===== config.mk =====
export PLATFORM = sky130hd
export DESIGN_NAME = rational_arith_reduce_unit
export DESIGN_NICKNAME = d
export VERILOG_FILES = /design/src/sv/rar_pkg.sv /design/src/sv/rational_arith_reduce_unit.sv /design/src/sv/rar_mul.sv /design/src/sv/rar_gcd.sv /design/src/sv/rar_div.sv
export SDC_FILE = /design/constraint.sdc
export NUM_CORES = 2
export LEC_CHECK = 0
export BUFFER_PORTS_ARGS = -buffer_cell sky130_fd_sc_hd__buf_2
export CAP_MARGIN = 0
export CORE_MARGIN = 5
export CORE_UTILIZATION = 25
export CTS_CLUSTER_DIAMETER = 40
export DETAILED_ROUTE_END_ITERATION = 6
export GPL_ROUTABILITY_DRIVEN = 0
export HOLD_SLACK_MARGIN = 0.08
export SLEW_MARGIN = 40
export SYNTH_ARGS = -nofsm -noshare
export SYNTH_HDL_FRONTEND = slang
export SYNTH_SLANG_ARGS = --single-unit

===== constraint.sdc =====
create_clock -name clock -period 20.2 [get_ports clock]
set_clock_uncertainty 0.1 [all_clocks]
set_input_delay 2.02 -clock clock [delete_from_list [all_inputs] [get_ports clock]]
set_output_delay 2.02 -clock clock [all_outputs]
set_load 0.01 [all_outputs]

===== src/sv/rar_pkg.sv =====
// shared constants for the rational arithmetic reduce unit
`timescale 1ns / 1ps
`default_nettype none

package rar_pkg;

   localparam int OPERAND_BITS_DEF = 16;
   localparam int FUNC_W           = 3;
   localparam int RES_NUM_W        = 32;
   localparam int RES_DEN_W        = 31;

   localparam logic [FUNC_W-1:0] FUNC_ADD     = 3'd0;
   localparam logic [FUNC_W-1:0] FUNC_SUB     = 3'd1;
   localparam logic [FUNC_W-1:0] FUNC_MUL     = 3'd2;
   localparam logic [FUNC_W-1:0] FUNC_DIV     = 3'd3;
   localparam logic [FUNC_W-1:0] FUNC_LESS    = 3'd4;
   localparam logic [FUNC_W-1:0] FUNC_GREATER = 3'd5;
   localparam logic [FUNC_W-1:0] FUNC_EQUAL   = 3'd6;

endpackage

`default_nettype wire


===== src/sv/rational_arith_reduce_unit.sv =====
// compares and the unused code give the result from S_NSUM, with no gcd or division
// arithmetic ops go on through S_MAG, the gcd and both divisions, W = 2*OPERAND_BITS
// the time goes to the binary gcd and two W-step divisions on one divider
// one item at a time: busy stays high from the accepting edge until the result strobe
// rsp_valid is high one cycle per item and cannot be held off by the receiver
// synchronous active-high reset returns the sequencer to idle with no strobe pending
`timescale 1ns / 1ps
`default_nettype none

module rational_arith_reduce_unit #(
   parameter int OPERAND_BITS = rar_pkg::OPERAND_BITS_DEF
) (
   input  wire logic                                 clock,
   input  wire logic                                 reset,
   input  wire logic                                 start,
   output logic                                      busy,
   input  wire logic [rar_pkg::FUNC_W-1:0]           req_func,
   input  wire logic signed [OPERAND_BITS-1:0]       req_a_num,
   input  wire logic [OPERAND_BITS-2:0]              req_a_den,
   input  wire logic signed [OPERAND_BITS-1:0]       req_b_num,
   input  wire logic [OPERAND_BITS-2:0]              req_b_den,
   output logic                                      rsp_valid,
   output logic signed [rar_pkg::RES_NUM_W-1:0]      rsp_res_num,
   output logic [rar_pkg::RES_DEN_W-1:0]             rsp_res_den,
   output logic                                      rsp_cmp_true
);
   import rar_pkg::*;

   localparam int OB = OPERAND_BITS;
   localparam int DW = OB - 1;
   localparam int W  = 2 * OB;
   localparam int XW = (W > RES_NUM_W) ? W : RES_NUM_W;

   typedef enum logic [2:0] {
      S_IDLE,
      S_MUL,
      S_NSUM,
      S_MAG,
      S_GCD,
      S_DIVN,
      S_DIVD
   } state_type;

   state_type                 state_ff;
   logic [2:0]                mul_cnt_ff;
   logic [FUNC_W-1:0]         func_ff;
   logic signed [OB-1:0]      an_ff;
   logic signed [OB-1:0]      bn_ff;
   logic [DW-1:0]             ad_ff;
   logic [DW-1:0]             bd_ff;
   logic signed [W-1:0]       p_ff;
   logic signed [W-1:0]       q_ff;
   logic signed [W-1:0]       nprod_ff;
   logic signed [W-1:0]       dprod_ff;
   logic signed [W-1:0]       n_ff;
   logic signed [W-1:0]       d_ff;
   logic                      neg_ff;
   logic [W-1:0]              n_mag_ff;
   logic [W-1:0]              d_mag_ff;
   logic [W-1:0]              g_ff;
   logic [W-1:0]              qn_ff;
   logic                      gcd_start_ff;
   logic                      div_start_ff;
   logic                      rsp_valid_ff;
   logic signed [RES_NUM_W-1:0] rsp_res_num_ff;
   logic [RES_DEN_W-1:0]      rsp_res_den_ff;
   logic                      rsp_cmp_true_ff;

   logic signed [OB:0]        mul_a;
   logic signed [OB:0]        mul_b;
   logic signed [W-1:0]       prod;
   logic                      gcd_done;
   logic [W-1:0]              gcd_val;
   logic                      div_done;
   logic [W-1:0]              div_quo;
   logic [W-1:0]              div_dividend;
   logic signed [OB:0]        an_x;
   logic signed [OB:0]        bn_x;
   logic signed [OB:0]        ad_x;
   logic signed [OB:0]        bd_x;
   logic [XW-1:0]             qn_ext;
   logic [XW-1:0]             num_ext;
   logic [XW-1:0]             den_ext;

   assign an_x = {an_ff[OB-1], an_ff};
   assign bn_x = {bn_ff[OB-1], bn_ff};
   assign ad_x = {2'b00, ad_ff};
   assign bd_x = {2'b00, bd_ff};

   // cross products in order: a*bd, b*ad, a*b, then the result denominator
   always_comb begin
      mul_a = an_x;
      mul_b = bd_x;
      unique case (mul_cnt_ff)
         3'd0: begin
            mul_a = an_x;
            mul_b = bd_x;
         end
         3'd1: begin
            mul_a = bn_x;
            mul_b = ad_x;
         end
         3'd2: begin
            mul_a = an_x;
            mul_b = bn_x;
         end
         3'd3: begin
            mul_a = ad_x;
            mul_b = (func_ff == FUNC_DIV) ? bn_x : bd_x;
         end
         default: begin
            mul_a = an_x;
            mul_b = bd_x;
         end
      endcase
   end

   rar_mul #(.OB(OB)) u_mul (
      .clock   (clock),
      .op_a    (mul_a),
      .op_b    (mul_b),
      .prod_ff (prod)
   );

   rar_gcd #(.W(W)) u_gcd (
      .clock   (clock),
      .reset   (reset),
      .start   (gcd_start_ff),
      .x       (n_mag_ff),
      .y       (d_mag_ff),
      .done_ff (gcd_done),
      .gcd_ff  (gcd_val)
   );

   assign div_dividend = (state_ff == S_DIVD) ? d_mag_ff : n_mag_ff;

   rar_div #(.W(W)) u_div (
      .clock    (clock),
      .reset    (reset),
      .start    (div_start_ff),
      .dividend (div_dividend),
      .divisor  (g_ff),
      .done_ff  (div_done),
      .quo_ff   (div_quo)
   );

   assign qn_ext  = XW'(qn_ff);
   assign num_ext = neg_ff ? (XW'(0) - qn_ext) : qn_ext;
   assign den_ext = XW'(div_quo);

   always_ff @(posedge clock) begin
      if (reset) begin
         state_ff     <= S_IDLE;
         mul_cnt_ff   <= '0;
         gcd_start_ff <= 1'b0;
         div_start_ff <= 1'b0;
         rsp_valid_ff <= 1'b0;
      end else begin
         gcd_start_ff <= 1'b0;
         div_start_ff <= 1'b0;
         rsp_valid_ff <= 1'b0;
         unique case (state_ff)
            S_IDLE: begin
               if (start) begin
                  func_ff    <= req_func;
                  an_ff      <= req_a_num;
                  bn_ff      <= req_b_num;
                  // a zero denominator reads as one
                  ad_ff      <= (req_a_den == '0) ? DW'(1) : req_a_den;
                  bd_ff      <= (req_b_den == '0) ? DW'(1) : req_b_den;
                  mul_cnt_ff <= '0;
                  state_ff   <= S_MUL;
               end
            end
            S_MUL: begin
               // product of step k is registered in the multiplier and read at step k+1
               mul_cnt_ff <= mul_cnt_ff + 3'd1;
               unique case (mul_cnt_ff)
                  3'd1:    p_ff     <= prod;
                  3'd2:    q_ff     <= prod;
                  3'd3:    nprod_ff <= prod;
                  3'd4: begin
                     dprod_ff <= prod;
                     state_ff <= S_NSUM;
                  end
                  default: ;
               endcase
            end
            S_NSUM: begin
               d_ff     <= (dprod_ff == '0) ? W'(1) : dprod_ff;
               unique case (func_ff)
                  FUNC_ADD: begin
                     n_ff     <= p_ff + q_ff;
                     state_ff <= S_MAG;
                  end
                  FUNC_SUB: begin
                     n_ff     <= p_ff - q_ff;
                     state_ff <= S_MAG;
                  end
                  FUNC_MUL: begin
                     n_ff     <= nprod_ff;
                     state_ff <= S_MAG;
                  end
                  FUNC_DIV: begin
                     n_ff     <= p_ff;
                     state_ff <= S_MAG;
                  end
                  FUNC_LESS, FUNC_GREATER, FUNC_EQUAL: begin
                     rsp_res_num_ff  <= '0;
                     rsp_res_den_ff  <= '0;
                     rsp_cmp_true_ff <= (func_ff == FUNC_LESS)    ? (p_ff < q_ff) :
                                        (func_ff == FUNC_GREATER) ? (p_ff > q_ff) :
                                                                    (p_ff == q_ff);
                     rsp_valid_ff    <= 1'b1;
                     state_ff        <= S_IDLE;
                  end
                  default: begin
                     rsp_res_num_ff  <= '0;
                     rsp_res_den_ff  <= '0;
                     rsp_cmp_true_ff <= 1'b0;
                     rsp_valid_ff    <= 1'b1;
                     state_ff        <= S_IDLE;
                  end
               endcase
            end
            S_MAG: begin
               neg_ff       <= n_ff[W-1] ^ d_ff[W-1];
               n_mag_ff     <= n_ff[W-1] ? W'(-n_ff) : W'(n_ff);
               d_mag_ff     <= d_ff[W-1] ? W'(-d_ff) : W'(d_ff);
               gcd_start_ff <= 1'b1;
               state_ff     <= S_GCD;
            end
            S_GCD: begin
               if (gcd_done) begin
                  g_ff         <= gcd_val;
                  div_start_ff <= 1'b1;
                  state_ff     <= S_DIVN;
               end
            end
            S_DIVN: begin
               if (div_done) begin
                  qn_ff        <= div_quo;
                  div_start_ff <= 1'b1;
                  state_ff     <= S_DIVD;
               end
            end
            S_DIVD: begin
               if (div_done) begin
                  rsp_res_num_ff  <= num_ext[RES_NUM_W-1:0];
                  rsp_res_den_ff  <= den_ext[RES_DEN_W-1:0];
                  rsp_cmp_true_ff <= 1'b0;
                  rsp_valid_ff    <= 1'b1;
                  state_ff        <= S_IDLE;
               end
            end
            default: state_ff <= S_IDLE;
         endcase
      end
   end

   assign busy         = (state_ff != S_IDLE);
   assign rsp_valid    = rsp_valid_ff;
   assign rsp_res_num  = rsp_res_num_ff;
   assign rsp_res_den  = rsp_res_den_ff;
   assign rsp_cmp_true = rsp_cmp_true_ff;

   a_start_busy: assert property (@(posedge clock) disable iff (reset)
      start && !busy |=> busy)
      else $error("accepted item did not raise busy");

   a_one_strobe: assert property (@(posedge clock) disable iff (reset)
      rsp_valid |=> !rsp_valid)
      else $error("result strobe longer than one cycle");

   a_cmp_zero: assert property (@(posedge clock) disable iff (reset)
      rsp_valid && rsp_cmp_true |-> rsp_res_num == '0 && rsp_res_den == '0)
      else $error("compare result carries a fraction");

   a_gcd_nonzero: assert property (@(posedge clock) disable iff (reset)
      gcd_done |-> gcd_val != '0)
      else $error("gcd of nonzero denominator came out zero");

   a_div_phase: assert property (@(posedge clock) disable iff (reset)
      div_done |-> state_ff == S_DIVN || state_ff == S_DIVD)
      else $error("divider finished outside a division phase");

endmodule

`default_nettype wire


===== src/sv/rar_mul.sv =====
// registered signed multiplier shared by all cross products
`timescale 1ns / 1ps
`default_nettype none

module rar_mul #(
   parameter int OB = rar_pkg::OPERAND_BITS_DEF
) (
   input  wire logic                  clock,
   input  wire logic signed [OB:0]    op_a,
   input  wire logic signed [OB:0]    op_b,
   output logic signed [2*OB-1:0]     prod_ff
);
   import rar_pkg::*;

   logic signed [2*OB+1:0] prod_in;

   assign prod_in = op_a * op_b;

   // operands never exceed 2*OB bits of product magnitude
   always_ff @(posedge clock) begin
      prod_ff <= prod_in[2*OB-1:0];
   end

endmodule

`default_nettype wire


===== src/sv/rar_gcd.sv =====
// binary gcd unit, one shift or subtract step per cycle
`timescale 1ns / 1ps
`default_nettype none

module rar_gcd #(
   parameter int W = 2 * rar_pkg::OPERAND_BITS_DEF
) (
   input  wire logic          clock,
   input  wire logic          reset,
   input  wire logic          start,
   input  wire logic [W-1:0]  x,
   input  wire logic [W-1:0]  y,
   output logic               done_ff,
   output logic [W-1:0]       gcd_ff
);
   import rar_pkg::*;

   localparam int KW = $clog2(W) + 1;

   typedef enum logic {
      G_IDLE,
      G_RUN
   } state_type;

   state_type       state_ff;
   logic [W-1:0]    u_ff;
   logic [W-1:0]    v_ff;
   logic [KW-1:0]   k_ff;
   logic            u_ge_v;
   logic [W-1:0]    u_minus_v;
   logic [W-1:0]    v_minus_u;

   assign u_ge_v    = (u_ff >= v_ff);
   assign u_minus_v = u_ff - v_ff;
   assign v_minus_u = v_ff - u_ff;

   always_ff @(posedge clock) begin
      if (reset) begin
         state_ff <= G_IDLE;
         done_ff  <= 1'b0;
      end else begin
         done_ff <= 1'b0;
         unique case (state_ff)
            G_IDLE: begin
               if (start) begin
                  u_ff     <= x;
                  v_ff     <= y;
                  k_ff     <= '0;
                  state_ff <= G_RUN;
               end
            end
            G_RUN: begin
               priority if (u_ff == '0 || v_ff == '0) begin
                  // put back the common powers of two
                  gcd_ff   <= (u_ff | v_ff) << k_ff;
                  done_ff  <= 1'b1;
                  state_ff <= G_IDLE;
               end else if (!u_ff[0] && !v_ff[0]) begin
                  u_ff <= u_ff >> 1;
                  v_ff <= v_ff >> 1;
                  k_ff <= k_ff + KW'(1);
               end else if (!u_ff[0]) begin
                  u_ff <= u_ff >> 1;
               end else if (!v_ff[0]) begin
                  v_ff <= v_ff >> 1;
               end else if (u_ge_v) begin
                  // difference of two odd values is even
                  u_ff <= u_minus_v >> 1;
               end else begin
                  v_ff <= v_minus_u >> 1;
               end
            end
            default: state_ff <= G_IDLE;
         endcase
      end
   end

endmodule

`default_nettype wire


===== src/sv/rar_div.sv =====
// restoring divider, one quotient bit per cycle
`timescale 1ns / 1ps
`default_nettype none

module rar_div #(
   parameter int W = 2 * rar_pkg::OPERAND_BITS_DEF
) (
   input  wire logic          clock,
   input  wire logic          reset,
   input  wire logic          start,
   input  wire logic [W-1:0]  dividend,
   input  wire logic [W-1:0]  divisor,
   output logic               done_ff,
   output logic [W-1:0]       quo_ff
);
   import rar_pkg::*;

   localparam int CW = $clog2(W + 1);

   logic            run_ff;
   logic [CW-1:0]   cnt_ff;
   logic [W-1:0]    rem_ff;
   logic [W-1:0]    dsor_ff;
   logic [W:0]      rem_shift;
   logic            fits;
   logic [W:0]      rem_sub;

   assign rem_shift = {rem_ff, quo_ff[W-1]};
   assign fits      = (rem_shift >= {1'b0, dsor_ff});
   assign rem_sub   = rem_shift - {1'b0, dsor_ff};

   always_ff @(posedge clock) begin
      if (reset) begin
         run_ff  <= 1'b0;
         done_ff <= 1'b0;
      end else begin
         done_ff <= 1'b0;
         if (start) begin
            run_ff  <= 1'b1;
            cnt_ff  <= '0;
            rem_ff  <= '0;
            quo_ff  <= dividend;
            dsor_ff <= divisor;
         end else if (run_ff) begin
            rem_ff <= fits ? rem_sub[W-1:0] : rem_shift[W-1:0];
            quo_ff <= {quo_ff[W-2:0], fits};
            cnt_ff <= cnt_ff + CW'(1);
            if (cnt_ff == CW'(W - 1)) begin
               run_ff  <= 1'b0;
               done_ff <= 1'b1;
            end
         end
      end
   end

endmodule

`default_nettype wire

==> flow_metrics.env <==
export IMPL_status="completed"
export IMPL_synth_xor_area_share_pct=4.03
export IMPL_clock_latency_ns=0.70
export IMPL_synthDistinctLibCells=81
export IMPL_whs_path_depth=0
export IMPL_rsz0062_at_grt="no"
export IMPL_wl_per_cell_um=18.6
export IMPL_end_kind="flip-flop"
export IMPL_ys_ff_latch=699
export IMPL_syn2layout_area_growth_pct=14.1
export IMPL_ff2ff_path_depth=28
export IMPL_clock_sinks=699
export IMPL_clock_path_buffers=3
export IMPL_overflow=0
export IMPL_worstPathRequired_ns=20.69
export IMPL_synth_compound_area_share_pct=13.2
export IMPL_maxCapViolations=0
export IMPL_drv_slew=0
export IMPL_cp_arrival_ns=9.17
export IMPL_grt_use_total_pct=13.2
export IMPL_grt_max_degree=73
export IMPL_synth_simple_area_share_pct=12.6
export IMPL_path_class="reg2reg"
export IMPL_worstHoldEndpoint="g_ff[14]"
export IMPL_syn_inst=4663
export IMPL_vias_per_cell=4.85
export IMPL_htreeDepth=3
export IMPL_numCtsBuffers=91
export IMPL_crit_fanout=30
export IMPL_die_area_mm2=0.201
export IMPL_period_share_pct=43.0
export IMPL_r2r_end="u_mul.prod_ff[30]"
export IMPL_dp_hpwl_um=104000
export IMPL_max_stage_delay_ns=0.81
export IMPL_drc_errors=0
export IMPL_r2r_start="func_ff[1]"
export IMPL_num_rows=161
export IMPL_vias=35400
export IMPL_first_pass_iters=6
export IMPL_max_freq_mhz=115
export IMPL_synth_edf_count=654
export IMPL_final_hold_viol_count=0
export IMPL_die_width_um=449
export IMPL_synth_async_sr_flop_share_pct=0
export IMPL_finalSetupTns_ns=0
export IMPL_critical_path_slowest_cell="fa_1"
export IMPL_ant_nets=0
export IMPL_cts_setup_buffers=0
export IMPL_clk_pin_slew_ns=0.06
export IMPL_die_h_um=449
export IMPL_r2r_setup_slack_ns=11.51
export IMPL_synth_flop_cell="edfxtp_1"
export IMPL_synthMuxAreaShare_pct=1.89
export IMPL_max_slew_margin_pct=38.2
export IMPL_final_util_pct=28.6
export IMPL_core_area_mm2=0.192
export IMPL_synth_top_family_by_area="adder cells"
export IMPL_nets=5336
export IMPL_grt_pass1_vias=35900
export IMPL_cts_hold_buf=0
export IMPL_syn_area_mm2=0.0481
export IMPL_grt_antenna_before_repair=3
export IMPL_ys_seq_area_share_pct=42.7
export IMPL_grt_pass1_wl_um=211000
export IMPL_synth_adder_area_share_pct=19.0
export IMPL_wirelength_um=136000
export IMPL_tightest_slew_ns=0.919
export IMPL_worstSetupStartpointType="flip-flop"
export IMPL_dr_first_iter_drc_count=3142
export IMPL_avgSynthCellArea_um2=10.3
export IMPL_fin_crit_ns=8.69
export IMPL_setup_viol=0
export IMPL_start_util_pct=25.0
export IMPL_cts_resized_gates=0
export IMPL_yosys_warnings=0
export IMPL_hold_path_class="reg2reg"
export IMPL_cts_root_buf="clkbuf_16"
export IMPL_hold_start="u_gcd.gcd_ff[14]"
export IMPL_ioPinCount=134
export IMPL_drive_gt1_share_pct=9.79
export IMPL_io_buffers=133
export IMPL_syn_nets=5295
export IMPL_cts_tree="done"
-- worst max-delay path, delay by kind of cell, from the launching register on --
kind,cells,cell delay [ns]
flops,1,0.49
xor+xnor,1,0.14
buf+inv,7,1.39
compound gates,8,2.15
fa+ha+maj,6,3.16
simple gates,6,1.12
-- per-stage QoR --
stage | instances | hold WS (ns) | instance area, um^2 | worst slack [ns]
5_1_grt | 7306 | 0.315 | 54800 | 10.82
2_1_floorplan | 4663 | 0.300 | 48100 | 12.43
3_3_place_gp | 7130 | 0.301 | 51500 | 11.85
6_report | 7308 | 0.302 | 54800 | 11.51
3_5_place_dp | 7135 | 0.305 | 51600 | 11.56
4_1_cts | 7304 | 0.298 | 54800 | 11.54
-- registers in the layout, summed over array words and instances (netlist names), 15 cells and up --
name,flops
d_ff,32
d_mag_ff,32
dprod_ff,32
g_ff,32
n_ff,32
n_mag_ff,32
nprod_ff,32
p_ff,32
q_ff,32
qn_ext,32
rsp_res_num,32
u_div.dsor_ff,32
u_div.quo_ff,32
u_div.rem_ff,32
u_gcd.gcd_ff,32
u_gcd.u_ff,32
u_gcd.v_ff,32
u_mul.prod_ff,32
rsp_res_den,31
an_ff,16
bn_ff,16
ad_ff,15
bd_ff,15
-- how the worst max path moves through the flow --
stage / startpoint / end / depth (start not counted)
floorplan: mul_cnt_ff[0] / u_mul.prod_ff[30] / 31
global placement: func_ff[1] / u_mul.prod_ff[30] / 29
detailed placement: mul_cnt_ff[0] / u_mul.prod_ff[30] / 28
global route: func_ff[1] / u_mul.prod_ff[30] / 29
finish: func_ff[1] / u_mul.prod_ff[30] / 28
CTS: func_ff[1] / u_mul.prod_ff[30] / 29
-- cells in the mapped netlist (17+ instances only) --
master / number / area, um^2
clkbuf_1: 243 / 912
inv_1: 572 / 2150
nand2_1: 317 / 1190
o22ai_1: 24 / 150
or3_1: 30 / 188
a31oi_1: 46 / 288
nor2b_1: 34 / 213
and2_1: 63 / 394
o21a_1: 22 / 165
nand2b_1: 43 / 269
a221oi_1: 63 / 552
a21oi_1: 257 / 1290
nor3_1: 62 / 310
o41ai_1: 17 / 149
mux2i_1: 47 / 470
nand3_1: 39 / 195
edfxtp_1: 654 / 19600
o211ai_1: 17 / 128
o31ai_1: 36 / 270
ha_1: 284 / 3550
nor2_1: 562 / 2110
nor4_1: 54 / 338
o21bai_1: 43 / 323
o21ai_0: 161 / 806
a22oi_1: 44 / 330
fa_1: 280 / 5610
mux2_2: 17 / 191
a211oi_1: 42 / 315
dfxtp_1: 45 / 901
a221o_1: 23 / 230
xnor2_1: 160 / 1400
nand4_1: 27 / 169
xor2_1: 61 / 534
or2_2: 24 / 150
and3_1: 19 / 119
a21o_1: 43 / 323
-- cells in the final DEF (no fill, tap or decap), types with 42 or more instances in the layout --
cell type	instances
buf_2	134
ha_1	284
a221oi_1	60
clkbuf_16	91
and2_1	63
o21ai_0	161
a211oi_1	42
a22oi_1	44
fa_1	280
a21o_1	43
xor2_1	61
mux2i_1	47
dfxtp_1	43
a31oi_1	46
nor4_1	53
buf_4	62
nand2b_1	43
nor2_1	551
nor3_1	59
o21bai_1	43
edfxtp_1	654
inv_1	572
xnor2_1	160
nand2_1	316
a21oi_1	257
-- layout make-up --
class | instances | area, um^2
clock buffers | 101 | 2330
inverters | 579 | 2170
repair buffers | 204 | 1240
multi-input cells | 3129 | 24500
clock inverters | 68 | 840
fillers | 19800 | 137000
well taps | 2526 | 3160
flip-flops and latches | 699 | 20500
diodes | 2 | 5.00
-- cells by family after synthesis --
family | Yosys count
AOI/OAI and AO/OA | 949
DFF | 699
and+or+nand+nor | 1320
adders and majority gates | 564
buffers and inverters | 835
muxes | 75
xor gates and xnor gates | 221
-- per-layer routing --
layer / global-route usage, % / wire length [um] / vias to the layer above
met5: 0 / 9 / -
met1: 17.2 / 57400 / 17500
met4: 5.20 / 5720 / 2
met2: 21.6 / 63000 / 1353
met3: 2.55 / 9510 / 271
li1: - / - / 16300
Power is left out: the tool's default activity adds up to more than one toggle a clock period on the data nets, which glitch-free logic cannot reach.
